## config.mk

```make
export PLATFORM = sky130hd
export DESIGN_NAME = rme_ram
export DESIGN_NICKNAME = d
export VERILOG_FILES = /design/src/rtl/rme_ram.sv
export SDC_FILE = /design/constraint.sdc
export NUM_CORES = 1
export LEC_CHECK = 0
export ABC_AREA = 0
export ABC_CLOCK_PERIOD_IN_PS = 11800
export BUFFER_PORTS_ARGS = -buffer_cell sky130_fd_sc_hd__clkbuf_2
export CAP_MARGIN = 20
export CELL_PAD_IN_SITES_DETAIL_PLACEMENT = 0
export CELL_PAD_IN_SITES_GLOBAL_PLACEMENT = 2
export CORE_AREA = 2 2 321 323
export CTS_BUF_LIST = sky130_fd_sc_hd__clkbuf_4 sky130_fd_sc_hd__clkbuf_8 sky130_fd_sc_hd__clkbuf_16
export DETAILED_ROUTE_END_ITERATION = 16
export DIE_AREA = 0 0 323 325
export PLACE_DENSITY_LB_ADDON = 0.1
export SYNTH_ARGS = -nofsm -noshare
export SYNTH_HDL_FRONTEND = slang
export SYNTH_SLANG_ARGS = --single-unit
```

## constraint.sdc

```tcl
create_clock -name clk -period 11.8 [get_ports clk]
set_clock_uncertainty 0.2 [all_clocks]
set_input_delay 2.95 -clock clk [delete_from_list [all_inputs] [get_ports clk]]
set_output_delay 2.95 -clock clk [all_outputs]
set_load 0.02 [all_outputs]
```

## src/rtl/rme_ram.sv

```systemverilog
module rme_ram #(
    parameter int ADDR_W = 4,
    parameter int DATA_W = 64
) (
    input  logic              clk,
    input  logic              wr_en,
    input  logic [ADDR_W-1:0] wr_addr,
    input  logic [DATA_W-1:0] wr_data,
    input  logic              rd_en,
    input  logic [ADDR_W-1:0] rd_addr,
    output logic [DATA_W-1:0] rd_data
);

    logic [DATA_W-1:0] mem [2**ADDR_W];

    always_ff @(posedge clk)
    begin
        if (wr_en)
        begin
            mem[wr_addr] <= wr_data;
        end
    end

    always_ff @(posedge clk)
    begin
        if (rd_en)
        begin
            rd_data <= mem[rd_addr];
        end
    end

endmodule

```

# Yosys cells after proc, flatten, opt, wreduce, memory -nomap -nowiden

Memory sizes are Yosys's and may differ from the RTL's. A register that Yosys moved wholly into a read port is not among the register bits.
Index checks and enable logic that the tools add are counted.

Word-level logic and storage cells: 3
Memory bits (read-only): 0
Bits in latches: 0
Memories kept: 1
Register bits: 0
Memory bits (writable): 1,024

Memories:

| memory | depth | bits a word | read ports | clocked after memory_dff | wr ports | line | text |
|---|---|---|---|---|---|---|---|
| mem    | 16    | 64          | 1          | 1                        | 1        | 14   | `logic [DATA_W-1:0] mem [2**ADDR_W];` |

Bitwise logic cells: 0
$add $sub $neg: 0
Magnitude comparators: 0
$mul: 0
Equal/unequal tests: 0
Reductions and logical operators: 0
Shift operators: 0
Divide/modulo/power cells: 0
Muxes and demuxes: 2

Operator list:

| kind    | number |
|---|---|
| $mux W1 | 2 |

# Longest topological paths before layout

Gate-level depths: netlist of run 1.

Depth in word-level cells: 2
Gate-level depth with buffers: 6

# Worst setup path before layout of run 1

Ideal clock, no wire load.

Kind: input port to flip-flop
Start point: input port wr_addr[2]
End point: memory mem[0][0] (enable)
Cell stages on the path: 2
Setup slack: 3.221 ns
Buffers on the path: 0
Arrival: 7.813 ns
Cells stage by stage: or3b_2 > nor3_1

RTL lines:

| item        | line | text |
|---|---|---|
| from (decl) | 7    | `input logic [ADDR_W-1:0] wr_addr,` |
| to (decl)   | 14   |  |

Straight into the memory's write port.

==> run summary, run 1 <==
Critical path
• 3 — sum of buffers and inverters on the critical path
• input port to flop — Worst Setup Path Type
• flop — endpoint class of the critical path
• 12,040 ps — required time of the critical path
• 5980 ps — arrival time reported for the critical path endpoint
• buf_8, buf_12, buf_4, mux4_2, a22oi_1, nand2_1 — critical-path cell list
• sky130_fd_sc_hd__buf_4 — crit path max-delay cell type
• 99 — highest fanout seen on the critical path
• 890 ps — largest stage delay on the critical path
• buffers and inverters — critical path's top delay family
• input port — CP Launch Type

Placement
• 3,115 — number of instances in the placed design
• 138 — port bufs
• 45,700 microns — final HPWL from detailed placement
• 0.675 — last weighted congestion value of the routability-driven placer
• 5240 ps — worst slack after detailed placement

Synth
• sky130_fd_sc_hd__edfxtp_1 — most area-hungry cell type in the Yosys netlist
• 81.2% — sequential element share of the synthesized area
• 40,200 sq um — Mapped Area
• 17 — library cells used by synthesis
• 1,647 — Post-Synthesis Cells
• sky130_fd_sc_hd__edfxtp_1 (81%), sky130_fd_sc_hd__mux4_2 (14%), sky130_fd_sc_hd__a22oi_1 (2.4%) — cell types with the largest area share after synthesis
• 1,722 — Synth Net Count
• 24.4 sq um — Post-Syn Area per Cell
• 1,088 — number of register bits inferred by synthesis
• 0 — count of synthesis-stage warnings from yosys
• 81.2% — Synth top area share

STA
• 0 — setup violation total in the final timing report
• 36.0% — Relative slew margins
• 543 ps — final worst hold slack
• 6060 ps — worst-case setup margin in the final layout
• 0 — Final Hold Vio Count
• 0 — Max Transition Viols Final
• 174 MHz — Fmax
• no — setup repair after global routing missed its margin
• 0 ps — Sum Neg Setup Slack
• 5740 ps — clock period minus worst slack
• 48.6% — final worst path period share
• 960 ps — worst-margin pin slew

Power
• 0.125 mV — highest ir drop seen on vdd
• 42.2% — Clock power frac
• 53.1% — sequential cell fraction of total power
• 14.8 nW — leakage power of the design
• 6.49 mW — internal power consumption
• 21.3% — Switching Share
• 1.76 mW — Net Sw Power
• 4.7% — Combinational Power Share
• 178 nW/um^2 — power per cell area

Die
• 323 microns — die boundary width
• 39.7% — Initial Utilization
• 101,000 sq um — Placeable Area
• 105,000 sq um — die outline area
• 117 — site row count
• 139 — I/O pin total
• 325 microns — die extent in y

Global route
• 30.4% — global-route met2 utilization
• 113 — maximum number of pins on one net before global-route repair
• 26.8% — routing usage on met1
• 19.4k — number of global-route vias before repair
• 2.98% — fraction of met3 tracks used by global routing
• 139,000 microns — wire length of the first global-routing pass
• 18.7% — overall routing resource usage
• 0 — sum of overflow across all layers after global routing
• 5 — number of antenna violations at the first check in global routing
• met2 — busiest layer in global routing

Outcome
• finished, final reports clean — result of the run

Detailed routing
• 5 — count of TritonRoute iterations in the first routing pass
• 97,200 microns — final routed wirelength across all metal layers
• 0 — number of design rule violations left after detail routing
• 0 — antenna violation net count after detailed routing
• 29.2 microns — average wire per cell in the routed design
• 1,661 — Starting DRT DRC Count
• 18.1k — number of vias after detailed routing
• 5.44 — average via count per standard cell

Clock network
• 1,088 — Num Clock Sinks
• 0 — number of buffers added for setup after CTS
• 710 ps — source-to-sink clock delay at the later pin of the worst-skew pair
• 3 — # H-tree levels
• 0 — Hold-fix buffers, CTS
• yes — CTS tree
• sky130_fd_sc_hd__clkbuf_16 — root buffer cell
• 60 ps — Worst-path clk slew
• 0 — CTS-repair resized insts
• 3 — Bufs on Longest Clock Path
• 115 — clock buffer count from CTS

Final layout
• sky130_fd_sc_hd__edfxtp_1 (1,088), sky130_fd_sc_hd__mux4_2 (256), sky130_fd_sc_hd__clkbuf_2 (135) — leading cell types in the layout, fill and taps excluded
• 15.3% — area added between synthesis and finish
• 32.9% — fraction of layout cells with a size suffix above 1
• 3,332 — Cell Count, Final, Fillers Out
• 45.8% — final cell utilization of the core
• 1,939 — Total Nets Final
• sky130_fd_sc_hd__edfxtp_1 — most common cell after layout, fill and taps aside

Hold path
• flop to flop — Hold/Removal Path Class

Job
• 0 — number of max-cap violations

## state kept, by name, indices dropped and copies added (netlist names)
name	count
mem	1024
rd_data	64
## path summary, 6_finish.rpt
path | startpoint | to | slack (ps) | cells after the start
hold reg to reg | mem[15][63]$_DFFE_PP_ | rd_data[63]$_DFFE_PP_ | 540 | 3
hold / removal | mem[15][63]$_DFFE_PP_ | rd_data[63]$_DFFE_PP_ | 540 | 3
setup reg to reg | mem[8][21]$_DFFE_PP_ | rd_data[21]$_DFFE_PP_ | 10100 | 3
setup / recovery | rd_addr[0] | rd_data[37]$_DFFE_PP_ | 6060 | 6
## power groups by stage
stage / combinational, mW / clock (mW) / sequential (mW)
CTS: 0.402 / 3.58 / 4.38
detailed placement: 0.401 / 0 / 4.46
floorplan: 0.206 / 0 / 4.48
global route: 0.424 / 3.72 / 4.39
finish: 0.391 / 3.48 / 4.38
global placement: 0.397 / 0 / 4.46
## cell type report
cell class	count	area [sq um]
Clock inverter	75	583
Clock buffer	141	3090
Multi-Input combinational cell	475	7230
Timing Repair Buffer	184	1080
Tap cell	1368	1710
Sequential cell	1088	32700
Fill cell	8594	54900
Antenna cell	1	2.50
## cells in the mapped netlist, drive strengths merged
| cell | n |
|---|---|
| buf | 48 |
| mux4 | 256 |
| nand3 | 1 |
| and2 | 1 |
| nor3 | 4 |
| nand2b | 2 |
| nand3b | 2 |
| or3b | 1 |
| a22oi | 128 |
| nand2 | 65 |
| clkbuf | 36 |
| nor2b | 2 |
| nor2 | 13 |
| edfxtp | 1088 |
## metal layers
metal	wire, microns	share of wire (%)	up-vias
li1	-	-	7580
met1	43700	45	10003
met2	47700	49	406
met3	4150	4.3	120
met4	1640	1.7	8
met5	56	0.058	-
## cells by family after synthesis
group                  after synthesis  share of synthesized area, %
buffers and inverters               84                          1.12
muxes                              256                          14.3
DFF                               1088                          81.2
and+or+nand+nor                     91                         0.927
AOI/OAI and AO/OA                  128                          2.39
## tightest hold or removal path: stages (launching register included)
cell and delay [ps]:
sky130_fd_sc_hd__edfxtp_1 310, sky130_fd_sc_hd__mux4_2 220, sky130_fd_sc_hd__a22oi_1 50, sky130_fd_sc_hd__nand2_1 60
## stage by stage
| stage | total power, mW | instance area [sq um] |
|---|---|---|
| 5_1_grt | 8.53 | 46400 |
| 3_5_place_dp | 4.86 | 42700 |
| 6_report | 8.25 | 46400 |
| 4_1_cts | 8.36 | 46400 |
| 3_3_place_gp | 4.86 | 42700 |
| 2_1_floorplan | 4.69 | 40200 |
(Power assumes the default switching activity.)
==> run 2, diff against run 1 <==
Settings changed: ABC_CLOCK_PERIOD_IN_PS 11800 to 5400.
Clock period 11.8 ns to 5.4 ns, I/O delays scaled along.
==> run 2 against run 1 <==
Setup slack got worse by 3700 ps; non-clock buffer count rose by 13; clock-buffer cell count shrank 2; register-to-register slack worse by 6400 ps; core utilization up 0.34 points; hold slack lost 3.9 ps; die area unchanged; power increased by 120%; cell area increased by 0.74%; combinational power is 120% higher; global-route usage up 0.20 points; wire length is 0.99% higher.
==> run summary, run 2 (synthesis gave the netlist of run 1 again) <==
Clock network
• 0 — Hold-fix buffers, CTS
• 670 ps — source-to-sink clock delay at the later pin of the worst-skew pair
• 3 — Bufs on Longest Clock Path
• 1,088 — Num Clock Sinks
• sky130_fd_sc_hd__clkbuf_16 — root buffer cell
• 112 — clock buffer count from CTS
• 60 ps — Worst-path clk slew
• 0 — CTS-repair resized insts
• yes — CTS tree
• 0 — number of buffers added for setup after CTS
• 3 — # H-tree levels

Die
• 39.7% — Initial Utilization
• 105,000 sq um — die outline area
• 101,000 sq um — Placeable Area
• 323 microns — die boundary width
• 325 microns — die extent in y
• 139 — I/O pin total
• 117 — site row count

Power
• 0.247 mV — highest ir drop seen on vdd
• 14.2 mW — internal power consumption
• 4.9% — Combinational Power Share
• 41.7% — Clock power frac
• 14.9 nW — leakage power of the design
• 384 nW/um^2 — power per cell area
• 3.70 mW — Net Sw Power
• 53.5% — sequential cell fraction of total power
• 20.7% — Switching Share
• 17.9 mW — total power

Final layout
• 33.0% — fraction of layout cells with a size suffix above 1
• 16.2% — area added between synthesis and finish
• 8,526 — filler cell count
• mem (1024), rd_data (64) — biggest registers after layout
• 1,024 — Largest register FFs
• sky130_fd_sc_hd__edfxtp_1 (1,088), sky130_fd_sc_hd__mux4_2 (256), sky130_fd_sc_hd__clkbuf_2 (135) — leading cell types in the layout, fill and taps excluded
• 1,949 — Total Nets Final
• sky130_fd_sc_hd__edfxtp_1 — most common cell after layout, fill and taps aside
• mem — Most flops, register
• 0 — antenna diode count

STA
• 0 ps — Sum Neg Setup Slack
• 29.3% — Relative slew margins
• 3030 ps — clock period minus worst slack
• 0 — Max Transition Viols Final
• 1060 ps — worst-margin pin slew
• 330 MHz — Fmax
• 0 — setup violation total in the final timing report
• no — setup repair after global routing missed its margin
• 56.1% — final worst path period share
• 0 — Final Hold Vio Count

Detailed routing
• 5.46 — average via count per standard cell
• 18.2k — number of vias after detailed routing
• 29.5 microns — average wire per cell in the routed design
• 98,200 microns — final routed wirelength across all metal layers
• 0 — antenna violation net count after detailed routing
• 0 — number of design rule violations left after detail routing
• 6 — count of TritonRoute iterations in the first routing pass
• 1,671 — Starting DRT DRC Count

Critical path
• rd_data[7]$_DFFE_PP_ — critical register-to-register path endpoint
• flop — endpoint class of the critical path
• input port — CP Launch Type
• 3750 ps — register-to-register setup slack
• rd_addr[0] — launching element of the worst setup path
• input port to flop — Worst Setup Path Type
• 560 ps — largest stage delay on the critical path
• sky130_fd_sc_hd__mux4_2 — crit path max-delay cell type
• 44 — highest fanout seen on the critical path
• mem[3][7]$_DFFE_PP_ — launch point of the worst reg-to-reg path
• rd_data[54]$_DFFE_PP_ — crit path to
• 3240 ps — arrival time reported for the critical path endpoint
• buf_8, buf_4, mux4_2, a22oi_1, nand2_1 — critical-path cell list
• 5610 ps — required time of the critical path
• 3 — number of cells on the worst reg-to-reg path

Global route
• 18.9% — overall routing resource usage
• 141,000 microns — wire length of the first global-routing pass
• 0 — sum of overflow across all layers after global routing
• 4 — number of antenna violations at the first check in global routing
• 19.5k — number of global-route vias before repair
• 65 — maximum number of pins on one net before global-route repair

Outcome
• finished, final reports clean — result of the run

Placement
• 138 — port bufs
• 0.695 — last weighted congestion value of the routability-driven placer
• 48,200 microns — final HPWL from detailed placement

Hold path
• 3 — worst hold path stage count
• flop to flop — Hold/Removal Path Class

Job
• 0 — number of max-cap violations

## run 2: cell types whose count changed in the layout (fill, tap and decap cells not counted), moves of 4 or more
cell / delta
sky130_fd_sc_hd__buf_12: +26
sky130_fd_sc_hd__buf_4: -13
sky130_fd_sc_hd__clkinv_2: -5
sky130_fd_sc_hd__nor3_2: -4
sky130_fd_sc_hd__nor3_4: +4
## run 2: worst min-delay path by stage
stage	from	to	slack [ps]
floorplan	mem[14][0]$_DFFE_PP_	rd_data[0]$_DFFE_PP_	510
global placement	mem[12][55]$_DFFE_PP_	rd_data[55]$_DFFE_PP_	520
detailed placement	mem[14][29]$_DFFE_PP_	rd_data[29]$_DFFE_PP_	530
CTS	mem[14][29]$_DFFE_PP_	rd_data[29]$_DFFE_PP_	540
global route	mem[15][53]$_DFFE_PP_	rd_data[53]$_DFFE_PP_	570
finish	mem[14][29]$_DFFE_PP_	rd_data[29]$_DFFE_PP_	540
## run 2: final cells by class
class                      count  area, sq um  share of cell area, %
clock buffer                 139         3060                   6.55
clock inverter                66          514                   1.10
multi-input combinational    475         7260                   15.5
sequential                  1088        32700                   69.9
tap                         1368         1710                   3.66
timing repair buffer         197         1510                   3.22
## run 2: worst max-delay path: cells and delay by family
kind / cells / cell delay (ps)
buf+inv: 2 / 980
simple gates: 1 / 80
compound gates: 1 / 230
mux: 1 / 560
## run 2: power groups by stage
stage,Sequential (mW),Clock [mW],Combinational (mW)
after CTS,9.58,7.68,0.898
final,9.58,7.47,0.872
after detailed placement,9.76,0,0.897
after global routing,9.59,8.00,0.946
after floorplan,9.79,0,0.451
after global placement,9.75,0,0.884
## run 2: metal layers
| layer | track usage (%) | part of all wire, % | up-vias | routed length [microns] |
|---|---|---|---|---|
| met4 | 4.55 | 1.7 | 8 | 1660 |
| li1 | - | - | 7588 | - |
| met5 | 0 | 0.042 | - | 41 |
| met1 | 26.6 | 44 | 10108 | 43300 |
| met2 | 31.3 | 50 | 367 | 49300 |
| met3 | 2.86 | 4.0 | 117 | 3880 |
## run 2: through the flow
stage / cell area, sq um / util (%) / instances / setup WS, ps / hold WS (ps)
final: 46700 / 46.1 / 3333 / 2370 / 540
after global routing: 46700 / 46.1 / 3333 / 2190 / 573
after CTS: 46700 / 46.1 / 3333 / 2340 / 540
after detailed placement: 43100 / 42.6 / 3128 / 1620 / 528
after global placement: 43100 / 42.6 / 3128 / 1610 / 523
after floorplan: 40200 / - / 1647 / 156 / 510
